**config.mk**
```make
export PLATFORM = sky130hd
export DESIGN_NAME = glyph_lru_cache_core
export DESIGN_NICKNAME = d
export VERILOG_FILES = /design/src/rtl/glc_pkg.sv /design/src/rtl/glyph_lru_cache_core.sv
export SDC_FILE = /design/constraint.sdc
export NUM_CORES = 2
export LEC_CHECK = 0
export BUFFER_PORTS_ARGS = -buffer_cell sky130_fd_sc_hd__buf_2
export CELL_PAD_IN_SITES_DETAIL_PLACEMENT = 1
export CELL_PAD_IN_SITES_GLOBAL_PLACEMENT = 2
export CORE_ASPECT_RATIO = 1.5
export CORE_MARGIN = 1.5
export CORE_UTILIZATION = 47
export CTS_CLUSTER_DIAMETER = 200
export DETAILED_ROUTE_END_ITERATION = 10
export GPL_TIMING_DRIVEN = 0
export PLACE_DENSITY_LB_ADDON = 0.1
export SYNTH_ARGS = -nofsm -noshare
export SYNTH_HDL_FRONTEND = slang
export SYNTH_SLANG_ARGS = --single-unit
```
**constraint.sdc**
```tcl
create_clock -name clk_i -period 5.4 [get_ports clk_i]
set_input_delay 0.81 -clock clk_i [delete_from_list [all_inputs] [get_ports clk_i]]
set_output_delay 0.81 -clock clk_i [all_outputs]
set_load 0.01 [all_outputs]
```
**src/rtl/glc_pkg.sv**
```systemverilog
// Types and constants of the glyph cache.
`timescale 1ns / 1ps

package glc_pkg;

  localparam int unsigned SLOTS_DEF = 16;

  localparam int unsigned FONT_W  = 8;
  localparam int unsigned CP_W    = 21;
  localparam int unsigned SIZE_W  = 8;
  localparam int unsigned SLOT_W  = 4;
  localparam int unsigned DROP_W  = 5;
  localparam int unsigned STAMP_W = 32;

  localparam logic [STAMP_W-1:0] STAMP_MAX = 32'hFFFF_FFFF;

  localparam int unsigned IN_TDATA_W  = 48;
  localparam int unsigned OUT_TDATA_W = 64;

  localparam int unsigned OUT_HIT_BIT     = 0;
  localparam int unsigned OUT_FILLED_BIT  = 21;
  localparam int unsigned OUT_EVICTED_BIT = 22;
  localparam int unsigned OUT_DROP_LSB    = 52;

  // Input item, last field in the lowest bits.
  typedef struct packed {
    logic [1:0]        pad;
    logic [SIZE_W-1:0] fill_height;
    logic [SIZE_W-1:0] fill_width;
    logic              fill_ok;
    logic [CP_W-1:0]   code_point;
    logic [FONT_W-1:0] font_handle;
  } in_t;

  // Result item, last field in the lowest bits.
  typedef struct packed {
    logic [6:0]        pad;
    logic [DROP_W-1:0] dropped_count;
    logic [CP_W-1:0]   evicted_code_point;
    logic [FONT_W-1:0] evicted_font;
    logic              evicted;
    logic              filled;
    logic [SIZE_W-1:0] glyph_height;
    logic [SIZE_W-1:0] glyph_width;
    logic [SLOT_W-1:0] slot_index;
    logic              hit;
  } out_t;

  // Entry payload kept in the key memory.
  typedef struct packed {
    logic [FONT_W-1:0] font;
    logic [CP_W-1:0]   cp;
    logic [SIZE_W-1:0] width;
    logic [SIZE_W-1:0] height;
  } entry_t;

endpackage

```
**src/rtl/glyph_lru_cache_core.sv**
```systemverilog
// Fully associative glyph cache with least-recently-used replacement.
`timescale 1ns / 1ps

// A request is a lookup or fill keyed by font handle and code point, or a drop of every entry
// of one font. Slots are checked one per cycle through a single read port on the entry and
// stamp memories that feeds one key comparator and one stamp comparator. A lookup that hits
// slot k stops the scan there, while a miss or fill scans every slot and then passes through
// the fill state, and a drop scans every slot. The result waits in an output register, so
// the next item is taken while it is still unread; the block is ready again only once the
// previous result has moved into that register.
module glyph_lru_cache_core #(
  parameter int unsigned SLOTS = glc_pkg::SLOTS_DEF
) (
  input  logic                               clk_i,
  input  logic                               rst_ni,
  input  logic                               s_axis_tvalid,
  output logic                               s_axis_tready,
  // font_handle, code_point, fill_ok, fill_width, fill_height, zero pad
  input  logic [glc_pkg::IN_TDATA_W-1:0]     s_axis_tdata,
  // req_type
  input  logic                               s_axis_tuser,
  output logic                               m_axis_tvalid,
  input  logic                               m_axis_tready,
  // hit, slot_index, glyph_width, glyph_height, filled, evicted, evicted_font,
  // evicted_code_point, dropped_count, zero pad
  output logic [glc_pkg::OUT_TDATA_W-1:0]    m_axis_tdata
);

  localparam int unsigned IW = (SLOTS > 1) ? $clog2(SLOTS) : 1;
  localparam int unsigned CW = $clog2(SLOTS + 1);
  localparam logic [IW-1:0] LAST_IDX = IW'(SLOTS - 1);

  localparam logic [1:0] ST_IDLE = 2'd0;
  localparam logic [1:0] ST_SCAN = 2'd1;
  localparam logic [1:0] ST_FILL = 2'd2;
  localparam logic [1:0] ST_RESP = 2'd3;

  logic [1:0]                     state_q, state_d;
  glc_pkg::in_t                   req_q;
  logic                           drop_q;
  logic [IW-1:0]                  scan_idx_q;
  logic [IW-1:0]                  chk_idx_q;
  logic [SLOTS-1:0]               valid_q;
  logic [glc_pkg::STAMP_W-1:0]    tick_q;
  logic                           have_empty_q;
  logic [IW-1:0]                  vic_idx_q;
  logic [glc_pkg::STAMP_W-1:0]    oldest_q;
  logic [glc_pkg::FONT_W-1:0]     vic_font_q;
  logic [glc_pkg::CP_W-1:0]       vic_cp_q;
  logic [CW-1:0]                  cnt_q, cnt_d;
  glc_pkg::out_t                  res_q, res_d;
  glc_pkg::out_t                  out_q;
  logic                           out_valid_q;

  glc_pkg::entry_t                key_mem [SLOTS];
  logic [glc_pkg::STAMP_W-1:0]    stamp_mem [SLOTS];
  glc_pkg::entry_t                key_rd_q;
  logic [glc_pkg::STAMP_W-1:0]    stamp_rd_q;

  logic [IW-1:0]                  rd_addr;
  logic                           key_we;
  logic                           stamp_we;
  logic [IW-1:0]                  stamp_waddr;
  glc_pkg::entry_t                key_wdata;

  logic                           in_acc;
  logic                           out_load;
  logic                           last_slot;
  logic                           cur_valid;
  logic                           font_eq;
  logic                           key_hit;
  logic                           stamp_lt;
  logic                           take_victim;
  logic [glc_pkg::STAMP_W-1:0]    tick_inc;
  logic [31:0]                    chk_slot_ext;
  logic [31:0]                    vic_slot_ext;
  logic [31:0]                    cnt_ext;

  assign in_acc    = s_axis_tvalid && s_axis_tready;
  assign out_load  = (state_q == ST_RESP) && (!out_valid_q || m_axis_tready);

  assign last_slot   = (chk_idx_q == LAST_IDX);
  assign cur_valid   = valid_q[chk_idx_q];
  assign font_eq     = (key_rd_q.font == req_q.font_handle);
  assign key_hit     = cur_valid && font_eq && (key_rd_q.cp == req_q.code_point);
  assign stamp_lt    = (stamp_rd_q < oldest_q);
  assign take_victim = !cur_valid || (!have_empty_q && (stamp_lt || (chk_idx_q == '0)));
  assign tick_inc    = tick_q + 32'd1;

  assign chk_slot_ext = 32'(chk_idx_q);
  assign vic_slot_ext = 32'(vic_idx_q);
  assign cnt_ext      = 32'(cnt_d);

  always_comb begin
    cnt_d = cnt_q;
    if ((state_q == ST_SCAN) && drop_q && cur_valid && font_eq) begin
      cnt_d = cnt_q + CW'(1);
    end
  end

  always_comb begin
    rd_addr = '0;
    if (state_q == ST_SCAN) begin
      rd_addr = scan_idx_q;
    end
  end

  assign key_we      = (state_q == ST_FILL) && req_q.fill_ok;
  assign stamp_we    = key_we || ((state_q == ST_SCAN) && !drop_q && key_hit);
  assign stamp_waddr = (state_q == ST_SCAN) ? chk_idx_q : vic_idx_q;

  always_comb begin
    key_wdata.font   = req_q.font_handle;
    key_wdata.cp     = req_q.code_point;
    key_wdata.width  = req_q.fill_width;
    key_wdata.height = req_q.fill_height;
  end

  always_comb begin
    res_d = res_q;
    if (state_q == ST_SCAN) begin
      if (drop_q) begin
        res_d               = '0;
        res_d.dropped_count = cnt_ext[glc_pkg::DROP_W-1:0];
      end else if (key_hit) begin
        res_d              = '0;
        res_d.hit          = 1'b1;
        res_d.slot_index   = chk_slot_ext[glc_pkg::SLOT_W-1:0];
        res_d.glyph_width  = key_rd_q.width;
        res_d.glyph_height = key_rd_q.height;
      end
    end
    if (state_q == ST_FILL) begin
      res_d = '0;
      if (req_q.fill_ok) begin
        res_d.slot_index   = vic_slot_ext[glc_pkg::SLOT_W-1:0];
        res_d.glyph_width  = req_q.fill_width;
        res_d.glyph_height = req_q.fill_height;
        res_d.filled       = 1'b1;
        if (!have_empty_q) begin
          res_d.evicted            = 1'b1;
          res_d.evicted_font       = vic_font_q;
          res_d.evicted_code_point = vic_cp_q;
        end
      end
    end
  end

  always_ff @(posedge clk_i) begin
    if (key_we) begin
      key_mem[vic_idx_q] <= key_wdata;
    end
    key_rd_q <= key_mem[rd_addr];
  end

  always_ff @(posedge clk_i) begin
    if (stamp_we) begin
      stamp_mem[stamp_waddr] <= tick_inc;
    end
    stamp_rd_q <= stamp_mem[rd_addr];
  end

  always_comb begin
    state_d = state_q;
    unique case (state_q)
      ST_IDLE: begin
        if (in_acc) begin
          state_d = ST_SCAN;
        end
      end
      ST_SCAN: begin
        if (drop_q) begin
          if (last_slot) begin
            state_d = ST_RESP;
          end
        end else if (key_hit) begin
          state_d = ST_RESP;
        end else if (last_slot) begin
          state_d = ST_FILL;
        end
      end
      ST_FILL: begin
        state_d = ST_RESP;
      end
      ST_RESP: begin
        if (out_load) begin
          state_d = ST_IDLE;
        end
      end
      default: begin
        state_d = ST_IDLE;
      end
    endcase
  end

  assign s_axis_tready = (state_q == ST_IDLE);

  always_ff @(posedge clk_i or negedge rst_ni) begin
    if (!rst_ni) begin
      state_q      <= ST_IDLE;
      valid_q      <= '0;
      tick_q       <= '0;
      out_valid_q  <= 1'b0;
      scan_idx_q   <= '0;
      chk_idx_q    <= '0;
      have_empty_q <= 1'b0;
      vic_idx_q    <= '0;
      oldest_q     <= glc_pkg::STAMP_MAX;
      cnt_q        <= '0;
      drop_q       <= 1'b0;
    end else begin
      state_q <= state_d;
      if (out_load) begin
        out_valid_q <= 1'b1;
      end else if (out_valid_q && m_axis_tready) begin
        out_valid_q <= 1'b0;
      end
      unique case (state_q)
        ST_IDLE: begin
          if (in_acc) begin
            drop_q       <= s_axis_tuser;
            scan_idx_q   <= IW'(1);
            chk_idx_q    <= '0;
            have_empty_q <= 1'b0;
            vic_idx_q    <= '0;
            oldest_q     <= glc_pkg::STAMP_MAX;
            cnt_q        <= '0;
          end
        end
        ST_SCAN: begin
          chk_idx_q <= scan_idx_q;
          if (scan_idx_q != LAST_IDX) begin
            scan_idx_q <= scan_idx_q + IW'(1);
          end
          if (drop_q) begin
            cnt_q <= cnt_d;
            if (cur_valid && font_eq) begin
              valid_q[chk_idx_q] <= 1'b0;
            end
          end else if (key_hit) begin
            tick_q <= tick_inc;
          end else if (take_victim) begin
            vic_idx_q    <= chk_idx_q;
            have_empty_q <= have_empty_q || !cur_valid;
            if (cur_valid) begin
              oldest_q <= stamp_rd_q;
            end
          end
        end
        ST_FILL: begin
          if (req_q.fill_ok) begin
            valid_q[vic_idx_q] <= 1'b1;
            tick_q             <= tick_inc;
          end
        end
        ST_RESP: begin
        end
        default: begin
        end
      endcase
    end
  end

  always_ff @(posedge clk_i) begin
    if (in_acc) begin
      req_q <= s_axis_tdata;
    end
    if ((state_q == ST_SCAN) && !drop_q && !key_hit && take_victim && cur_valid) begin
      vic_font_q <= key_rd_q.font;
      vic_cp_q   <= key_rd_q.cp;
    end
    res_q <= res_d;
    if (out_load) begin
      out_q <= res_q;
    end
  end

  assign m_axis_tvalid = out_valid_q;
  assign m_axis_tdata  = out_q;

endmodule

```
==> results_dict.tcl <==
set metrics [dict create \
    critPathRequiredTime_ns 5.89 \
    io_pins 119 \
    final.min_clock_period_ns 5.20 \
    min_path_cells 1 \
    fin_crit_sh_pct 96.3 \
    layout.nets 4192 \
    r2r_setup_slack_ns 0.20 \
    yosysMostFrequentCell "edfxtp_1" \
    avgRoutedWirePerCell_um 30.4 \
    skew_ns 0.0281 \
    synthCells 3776 \
    rsz0062_at_grt "no" \
    die_width_um 300 \
    endpoint_kind "flip-flop" \
    htreeDepth 4 \
    cts_tree "built" \
    syn_area_per_cell_um2 16.5 \
    yosysWarnings 0 \
    drv_cap 0 \
    antenna_left 0 \
    yosys.area.top_type_share_pct 68.1 \
    vias 35500 \
    grt_util_all_layers_pct 27.2 \
    wl_um 181000 \
    power_density_mw_per_mm2 509 \
    vdd_drop_max_mv 0.360 \
    cts-root-buf "clkbuf_16" \
    drc_errors 0 \
    hpwlAfterDp_um 123000 \
    die_area_mm2 0.135 \
    dp.cells 5677 \
    crit_path_max_fanout 12 \
    port_buffers 109 \
    clockBufferDepth 3 \
    die_y_um 449 \
    slew_headroom_pct 3.20 \
    drt-initial-drc-count 2476 \
    clkSlewWorstSetupHoldPaths_ns 0.06 \
    row_count 163 \
    cts_setup_buffers 0 \
    grt_pass1_wl_um 264000 \
    tritoncts.num_buffers 151 \
    synth_edf_count 1415 \
    ys_seq_area_share_pct 75.0 \
    drive_gt1_share_pct 22.9 \
    gp_congestion 0.810 \
    synthFlopType "edfxtp_1" \
    synth_cell_types 68 \
    crit_type "flip-flop to flip-flop" \
    tightest_slew_ns 1.45 \
    fin_cells 5963 \
    clk_latency_ns 0.80 \
    slew_violations 0 \
    rr_startpoint "oldest_q[30]$_DFFE_PN1P_" \
    yosysTopAreaCell "edfxtp_1" \
    r2r_cells 13 \
    synth_seq_cells 1600 \
    vias_per_cell 5.95 \
    pre_cts_slack_ns -0.140 \
    dr.pass1.iters 5 \
    max_freq_ghz 0.192 \
    setup_violations 0 \
    core-area_mm2 0.132 \
    crit_arrival_ns 5.69 \
    area.growth.synth_to_final_pct 14.7 \
    syn-cell-area_mm2 0.0623 \
    grt_pass1_vias 38300 \
    p_leak_uw 0.0244 \
    status "complete, no violations" \
    synthTopCellsByArea "edfxtp_1 68%, mux2_2 8.4%, a221oi_1 3.3%, dfrtp_1 2.8%, dfxtp_1 2.7%" \
    antenna_found_initial 8 \
    cp-start-kind "flip-flop" \
    async_flop_share_pct 6.38 \
    hp-class "input port to flip-flop" \
    numClockSinks 1600 \
    ys_top_cells_by_count "1415 x edfxtp_1, 463 x mux2_2, 286 x a21oi_1" \
    min_to "key_wdata[2]$_DFFE_PP_" \
    worstHoldStart "s_axis_tdata[40]" \
    whs_ns 0.188 \
    regToRegEndpoint "vic_cp_q[16]$_DFFE_PP_" \
    hold_violations 0 \
    setup_ws_ns 0.200 \
    initial_core_util_pct 47.4 \
    grt-ovfl-total 0 \
    grt_max_degree 59 \
]
[area by class of cell]
| class | instances | area, um2 |
|---|---|---|
| Fill cell | 12200 | 60000 |
| Antenna cell | 3 | 7.51 |
| Clock inverter | 68 | 718 |
| Tap cell | 1732 | 2170 |
| Sequential cell | 1600 | 46700 |
| Clock buffer | 212 | 4230 |
| Inverter | 42 | 158 |
| Multi-Input combinational cell | 1893 | 14800 |
| Timing Repair Buffer | 166 | 1690 |
| Buffer | 247 | 1000 |
[power by group]
part	leakage, uW	switching, uW	total (uW)	internal [uW]
logic	0.00663	6550	9540	2980
registers	0.0153	824	16100	15200
clock network	0.00241	4660	10800	6120
[cells by family (layout without fill, tap and decap cells)]
| group | count (synthesis) | after routing | synth area share (%) |
|---|---|---|---|
| and+or+nand+nor | 474 | 474 | 3.45 |
| other | 1 | 10 | 0.00601 |
| DFF | 1600 | 1600 | 75.0 |
| muxes | 472 | 472 | 8.61 |
| adders and majority gates | 38 | 38 | 0.763 |
| AOI/OAI and AO/OA | 808 | 808 | 9.03 |
| buffers and inverters | 289 | 735 | 1.85 |
| xor gates and xnor gates | 94 | 94 | 1.32 |
[through the flow]
stage / cell area (um2) / total power, uW / utilization (%) / setup TNS (ns)
global placement: 65100 / 25600 / 49.5 / -1643.37
CTS: 71500 / 36700 / 54.3 / 0
global route: 71500 / 37700 / 54.4 / 0
finish: 71500 / 36400 / 54.4 / 0
floorplan: 62400 / 21500 / - / 0
detailed placement: 66500 / 25900 / 50.5 / -1.67
[worst max-delay path by stage]
| stage | slack (ns) | start | end | depth (start not counted) |
|---|---|---|---|---|
| floorplan | 0.56 | oldest_q[30]$_DFFE_PN1P_ | vic_cp_q[0]$_DFFE_PP_ | 11 |
| global placement | -3.79 | oldest_q[30]$_DFFE_PN1P_ | vic_cp_q[16]$_DFFE_PP_ | 11 |
| detailed placement | -0.14 | oldest_q[30]$_DFFE_PN1P_ | vic_cp_q[18]$_DFFE_PP_ | 13 |
| CTS | 0.21 | oldest_q[30]$_DFFE_PN1P_ | vic_cp_q[16]$_DFFE_PP_ | 13 |
| global route | 0.06 | oldest_q[27]$_DFFE_PN1P_ | vic_cp_q[12]$_DFFE_PP_ | 13 |
| finish | 0.20 | oldest_q[30]$_DFFE_PN1P_ | vic_cp_q[16]$_DFFE_PP_ | 13 |
[worst max-delay path: stages, from the launching register on]
cell and delay [ns]:
dfstp_2 0.53, inv_1 0.04, ha_1 0.32, a21oi_1 0.16, nand2_1 0.08, a221oi_2 0.62
o21ai_0 0.18, o21ai_0 0.78, and2_1 0.23, buf_2 0.18, buf_2 0.35, nor3b_2 0.95
buf_6 0.29, buf_6 0.19
[flip-flops by register name, indices dropped and copies added, names as in the netlist, 2 cells and up]
signal,flops
tick_q,32
valid_q,16
res_q,57
oldest_q,32
cnt_q,5
stamp_mem,512
key_mem,720
key_rd_q,45
chk_idx_q,4
vic_font_q,8
key_wdata,45
stamp_rd_q,32
m_axis_tdata,57
vic_cp_q,21
vic_idx_q,4
scan_idx_q,4
state_q,2
[per-layer routing]
layer / share of wire (%) / up-vias / track usage (%)
li1: - / 15500 / -
met1: 38 / 18700 / 32.1
met2: 54 / 909 / 49.5
met3: 4.0 / 327 / 3.52
met4: 4.1 / 0 / 11.1
met5: 0 / - / 0
[cells in the final DEF, fill, tap and decap left out, types with 32 or more instances in the layout]
master,instances
a221oi_1,231
buf_12,36
buf_2,119
mux2_2,463
edfxtp_1,1415
xor2_1,53
a22oi_1,78
dfxtp_1,83
a21oi_1,286
nor2_1,143
nand2_1,156
ha_1,38
xnor2_1,35
dfrtp_1,70
nor2_4,32
clkbuf_1,249
inv_1,41
dfstp_2,32
o31ai_1,81
clkbuf_16,156
[what timing repair did]
action,in CTS,in global routing
hold buffers,1,0
resized for setup,1,0
setup endpoints to repair,12,0
hold endpoints to repair,20,0
Note: power is estimated with default switching activity, not from simulation.
